## src/rtl/qvr_pkg.sv

```systemverilog
// shared constants and types for the quaternion vector rotate block
// depends on nothing; used by qvr_div and quaternion_vector_rotate
package qvr_pkg;

  // default vector component width
  localparam int VEC_WIDTH = 16;

  // quaternion component width (signed fixed point)
  localparam int QUAT_W = 16;

  // |q|^2 of four 16-bit signed components fits 33 unsigned bits
  localparam int DEN_W = 33;

  // status codes
  localparam int STATUS_W = 2;
  localparam logic [STATUS_W-1:0] ST_OK   = 2'd0;
  localparam logic [STATUS_W-1:0] ST_SAT  = 2'd1;
  localparam logic [STATUS_W-1:0] ST_ZERO = 2'd2;

  // sideband that travels beside the divider lanes
  typedef struct packed {
    logic       zero;
    logic [2:0] neg;
  } side_t;

endpackage

```

## src/rtl/qvr_div.sv

```systemverilog
// pipelined restoring divider, one quotient bit per stage, with overflow flag
// and round-half-up bit from the final remainder; depends on qvr_pkg
module qvr_div #(
  parameter int NUM_W = 54,
  parameter int QB    = 17
) (
  input  logic                      clk_i,
  input  logic                      en_i,
  input  logic [NUM_W-1:0]          num_i,
  input  logic [qvr_pkg::DEN_W-1:0] den_i,
  output logic [QB-1:0]             quot_o,
  output logic                      ovf_o,
  output logic                      rnd_o
);

  localparam int CW = NUM_W + 1;

  logic [CW-1:0]             rem_q [0:QB];
  logic [qvr_pkg::DEN_W-1:0] den_q [0:QB];
  logic [QB-1:0]             quo_q [0:QB];
  logic                      ovf_q [0:QB];

  // entry stage: quotient too large for QB bits means overflow
  always_ff @(posedge clk_i) begin
    if (en_i) begin
      rem_q[0] <= CW'(num_i);
      den_q[0] <= den_i;
      quo_q[0] <= '0;
      ovf_q[0] <= CW'(num_i) >= (CW'(den_i) << QB);
    end
  end

  // one quotient bit per stage, msb first
  for (genvar j = 0; j < QB; j++) begin : g_step
    localparam int SH = QB - 1 - j;
    logic [CW-1:0] dsh;
    logic          ge;
    logic [QB-1:0] quo_d;

    always_comb begin
      dsh       = CW'(den_q[j]) << SH;
      ge        = rem_q[j] >= dsh;
      quo_d     = quo_q[j];
      quo_d[SH] = ge;
    end

    always_ff @(posedge clk_i) begin
      if (en_i) begin
        rem_q[j+1] <= ge ? (rem_q[j] - dsh) : rem_q[j];
        den_q[j+1] <= den_q[j];
        quo_q[j+1] <= quo_d;
        ovf_q[j+1] <= ovf_q[j];
      end
    end
  end

  // round half away from zero: 2*rem >= den
  assign quot_o = quo_q[QB];
  assign ovf_o  = ovf_q[QB];
  assign rnd_o  = {rem_q[QB][CW-2:0], 1'b0} >= CW'(den_q[QB]);

endmodule

```

## config.mk

```make
export PLATFORM = sky130hd
export DESIGN_NAME = qvr_div
export DESIGN_NICKNAME = d
export VERILOG_FILES = /design/src/rtl/qvr_pkg.sv /design/src/rtl/qvr_div.sv
export SDC_FILE = /design/constraint.sdc
export NUM_CORES = 2
export LEC_CHECK = 0
export BUFFER_PORTS_ARGS = -buffer_cell sky130_fd_sc_hd__buf_2
export CAP_MARGIN = 20
export CORE_MARGIN = 2
export CORE_UTILIZATION = 64
export DETAILED_ROUTE_END_ITERATION = 10
export HOLD_SLACK_MARGIN = 0.03
export PLACE_DENSITY = 0.81
export REMOVE_ABC_BUFFERS = 1
export SYNTH_ARGS = -nofsm -noshare
export SYNTH_HDL_FRONTEND = slang
export SYNTH_SLANG_ARGS = --single-unit
```

## constraint.sdc

```tcl
create_clock -name clk_i -period 7.85 [get_ports clk_i]
set_input_delay 0.3925 -clock clk_i [delete_from_list [all_inputs] [get_ports clk_i]]
set_output_delay 0.3925 -clock clk_i [all_outputs]
set_load 0.05 [all_outputs]
```

Word-level counts from Yosys, hierarchy flattened
Memories as Yosys holds them, arrays and structs flattened.
Index checks and enable logic that the tools add are counted.
W data, S select, Z words.
{ "op_classes": {"addsub": 17, "magnitude_cmp": 19, "mux": 19} }
{ "op_table": {"columns": ["cell", "count"], "rows": [
  ["$mux W55", 17],
  ["$ge A55 B33 Y1", 2],
  ["$ge A55 B34 Y1", 1],
  ["$ge A55 B35 Y1", 1],
  ["$ge A55 B36 Y1", 1],
  ["$ge A55 B37 Y1", 1],
  ["$ge A55 B38 Y1", 1],
  ["$ge A55 B39 Y1", 1],
  ["$ge A55 B40 Y1", 1],
  ["$ge A55 B41 Y1", 1],
  ["$ge A55 B42 Y1", 1],
  ["$ge A55 B43 Y1", 1],
  ["$ge A55 B44 Y1", 1],
  ["$ge A55 B45 Y1", 1],
  ["$ge A55 B46 Y1", 1],
  ["$ge A55 B47 Y1", 1],
  ["$ge A55 B48 Y1", 1],
  ["$ge A55 B49 Y1", 1],
  ["$sub A55 B33 Y55", 1],
  ["$sub A55 B34 Y55", 1],
  ["$sub A55 B35 Y55", 1],
  ["$sub A55 B36 Y55", 1],
  ["$sub A55 B37 Y55", 1],
  ["$sub A55 B38 Y55", 1],
  ["other kinds (13)", 14]
]} }
{ "totals": {"register_bits": 0, "ramBits": 1908, "inputBits": 89, "out_inout_bits": 19, "elab_cells": 59, "memories": 4} }
{ "memory_table": {"columns": ["memory", "words", "width", "read_ports", "rd_ports_with_merged_regs", "wr", "line_no", "source"], "rows": [
  ["rem_q", 18, 55, 18, 0, 18, "qvr_div.sv:18", "logic [CW-1:0] rem_q [0:QB];"],
  ["den_q", 18, 33, 18, 0, 18, "qvr_div.sv:19", "logic [qvr_pkg::DEN_W-1:0] den_q [0:QB];"],
  ["quo_q", 18, 17, 18, 0, 18, "qvr_div.sv:20", "logic [QB-1:0] quo_q [0:QB];"],
  ["ovf_q", 18, 1, 18, 0, 18, "qvr_div.sv:21", "logic ovf_q [0:QB];"]
]} }

Longest topological paths before layout
An unclocked memory read counts as a cell.
{ "depth": {"depth_word": 3, "ltp_mapped": 15, "ltp_nobuf": 15} }

Worst setup path after synthesis
Ideal clock, no wire load.
{ "synth_path": {"path_kind": "flip-flop to flip-flop", "from": "memory rem_q[8][8] (netlist name)", "to": "memory rem_q[9][44] (netlist name), data pin", "setup_time_ns": 0.271, "t_arrival_ns": 3.114, "t_required_ns": 7.579, "path_slack_ns": 4.465, "stages_incl_launch_ff": 15, "path_buffers": 0, "synth_period_minus_slack_ns": 3.385, "path_cell_list": "edfxtp_1 -> inv_1 -> ha_1 -> inv_1 -> fa_1 -> a21o_1 -> a21oi_1 -> o211ai_1 -> a221o_1 -> a31oi_1 -> o21ai_1 -> a31oi_1 -> o211ai_1 -> nor4_1 -> xor2_1"} }
{ "synth_lines": {"columns": ["item", "line_no"], "rows": [
  ["from (decl)", "qvr_div.sv:18"]
]} }

==> results.py <==
metrics = {
    "outcome": {
        "status": "complete, no violations",
    },
    "timing": {
        "setup_tns_ns": 0,
        "slew_headroom_pct": 18.5,
        "fin_crit_sh_pct": 61.6,
        "setup_viol": 0,
        "hold_viol_final": 0,
        "rsz0062_at_grt": "no",
        "fin_ws_ns": 3.02,
        "final_max_slew_viol_count": 0,
        "skew_ns": 0.0563,
        "fin_crit_ns": 4.83,
        "fmax_mhz": 207,
        "tightest_slew_ns": 1.21,
        "hold_ws_ns": 0.0840,
    },
    "floorplan": {
        "rows": 143,
        "io_pins": 108,
        "dieWidth_um": 395,
        "dieArea_sq_um": 156000,
        "core_area_sq_um": 152000,
        "start_util_pct": 64.5,
        "die-height_um": 395,
    },
    "critical_path": {
        "critPathLaunchType": "register",
        "reg2regPathDepth": 14,
        "worstSetupEndpointType": "register",
        "r2r_slack_ns": 3.02,
        "reg2reg_to": "rem_q[9][44]",
        "worst_ep_required_time_ns": 8.39,
        "cp.arrival_ns": 5.38,
        "r2r_start": "rem_q[8][8]",
        "critical_path.max_fanout": 4,
        "worstSetupPathType": "register to register",
    },
    "placement": {
        "placed_area_sq_um": 101000,
        "routabilityCongestion": 1.01,
        "place_inst": 10900,
        "dp_hpwl_um": 179000,
        "dp_slack_ns": 3.16,
        "io_buffers": 107,
    },
    "cts": {
        "numClockSinks": 1753,
        "clock_latency_ns": 0.84,
        "cts-root-buf": "clkbuf_16",
        "cts_tree": "yes",
        "cts_made_buffers": 182,
        "cts.repair_timing.setup_buffer_count": 0,
        "htree_levels": 4,
        "clock_path_buffers": 3,
        "path_clk_slew_ns": 0.06,
    },
    "power": {
        "power_leakage_nw": 42.5,
        "p_per_area_nw_per_um2": 361,
        "peakVddDrop_v": 0.000244,
        "finalPower_mw": 38.9,
    },
    "synthesis": {
        "async_flop_share_pct": 0,
        "ys_ff_latch": 1753,
        "syn_area_sq_um": 98000,
        "syn_inst": 8965,
        "ys_warn_count": 0,
        "yosysTopAreaCellShare_pct": 53.7,
        "syn_area_per_cell_sq_um": 10.9,
        "synth_cell_types": 108,
        "synthFlopType": "edfxtp_1",
        "synth_edf_count": 1753,
        "synth_largest_area_cell": "edfxtp_1",
        "yosysSeqAreaShare_pct": 53.7,
        "netlist_top_cells_area": "edfxtp_1 (54%), ha_1 (8.0%), a21oi_1 (3.8%)",
    },
    "detailed_routing": {
        "ant_nets": 0,
        "drt_pass1_iterations": 6,
        "vias": 69400,
        "wl_per_cell_um": 21.2,
        "finalWirelength_um": 240000,
        "drcViolationCount": 0,
        "via_per_inst": 6.12,
        "drt_iter0_markers": 4959,
    },
    "cells_and_area": {
        "layout_commonest_cell": "edfxtp_1",
        "n_fill_cell": 10200,
        "area_growth_pct": 9.82,
        "mostFrequentLayoutCells": "edfxtp_1 (1753), inv_1 (789), nand2_1 (761)",
        "drive_above_1_share_pct": 6.81,
        "final_cell_area_sq_um": 108000,
        "final_cell_count_no_fill": 11300,
        "nets": 9871,
        "fin_util_pct": 70.8,
    },
    "hold_path": {
        "hold_class": "input pin to register",
        "holdPathStages": 1,
        "hold_end": "den_q[0][32]",
        "hp-start": "en_i",
    },
    "grt": {
        "antenna_found_initial": 6,
        "grt_pass1_wl_um": 373000,
        "track_usage_pct": 30.4,
        "grt_max_degree": 183,
        "grt-ovfl-total": 0,
        "grt_pass1_vias": 71900,
    },
    "flow_run": {
        "cap_violations": 0,
    },
}
-- critical path, stage by stage, from the launching register on --
cell and delay, ns:
edfxtp_1 0.36, inv_1 0.27, ha_1 0.25, inv_1 0.06
fa_1 0.40, a21o_1 0.20, a21oi_1 0.37, o211ai_1 0.29
a221o_1 0.42, a31oi_1 0.50, o21ai_1 0.27, a31oi_1 0.58
o211ai_1 0.20, nor4_1 0.27, xor2_1 0.12
-- metal layers --
| metal | wire (um) | part of all wire [%] | GRT usage, % |
|---|---|---|---|
| met2 | 133000 | 56 | 60.9 |
| met3 | 8080 | 3.4 | 3.41 |
| met4 | 22300 | 9.3 | 24.8 |
| met1 | 76100 | 32 | 26.6 |
| met5 | 0 | 0 | 0 |
-- cells in the mapped netlist, drive strengths merged, types with 16 or more instances --
library cell,instances
a211oi,60
a21boi,30
a21o,354
a21oi,754
a31o,21
a31oi,81
a41oi,17
and2,33
and3,63
and4,16
buf,48
clkbuf,221
edfxtp,1753
fa,17
ha,626
inv,794
mux2,67
nand2,762
nand2b,68
nand3,148
nand4,150
nand4b,18
nor2,577
nor2b,83
nor3,162
nor4,121
nor4b,16
o211ai,50
o21a,61
o21ai,598
o21bai,81
o31ai,49
or2,17
or3,66
or4,38
xnor2,364
xor2,365
-- how the worst max path moves through the flow --
stage,startpoint,endpoint
after global placement,rem_q[1][36],rem_q[2][19]
final,rem_q[8][8],rem_q[9][44]
after CTS,den_q[13][0],rem_q[14][40]
after floorplan,rem_q[16][1],rem_q[17][44]
after global routing,den_q[13][0],rem_q[14][40]
after detailed placement,rem_q[8][8],rem_q[9][44]
-- flip-flops by register name, indices dropped and copies added (netlist names) --
signal,flops
den_q,594
ovf_q,18
quo_q,153
rem_q,988
-- final cells by class --
class	count	area [sq um]	share of cell area, %
multi-input cells	6149	41500	38.5
repair buffers	259	1970	1.83
diodes	12	30.0	0.0279
well taps	2030	2540	2.36
flip-flops and latches	1753	52600	48.9
inverters	794	2980	2.77
clock inverters	122	1300	1.21
clock buffers	220	4700	4.36
-- what timing repair did --
action / 4_1_cts / 5_1_grt
hold buffers: 87 / 0
resized for setup: 0 / 0
hold endpoints to repair: 88 / 0
-- logic make-up (layout without fill, tap and decap cells) --
logic type                 after synthesis  in the layout  share of synthesized area, %
xor gates and xnor gates               729            729                          6.51
DFF                                   1753           1753                          53.7
AOI/OAI and AO/OA                     2318           2318                          14.7
adders and majority gates              643            643                          8.34
buffers and inverters                 1063           1395                          4.13
muxes                                   73             73                         0.831
other                                    0             12                             0
and+or+nand+nor                       2386           2386                          11.8
-- where the power goes --
group          switching [mW]  total, mW  leakage (nW)  internal [mW]
clock network            3.71       8.59          2.92           4.88
registers                1.31       14.6          17.0           13.3
logic                    9.39       15.7          22.6           6.32
(Power assumes the default switching activity.)
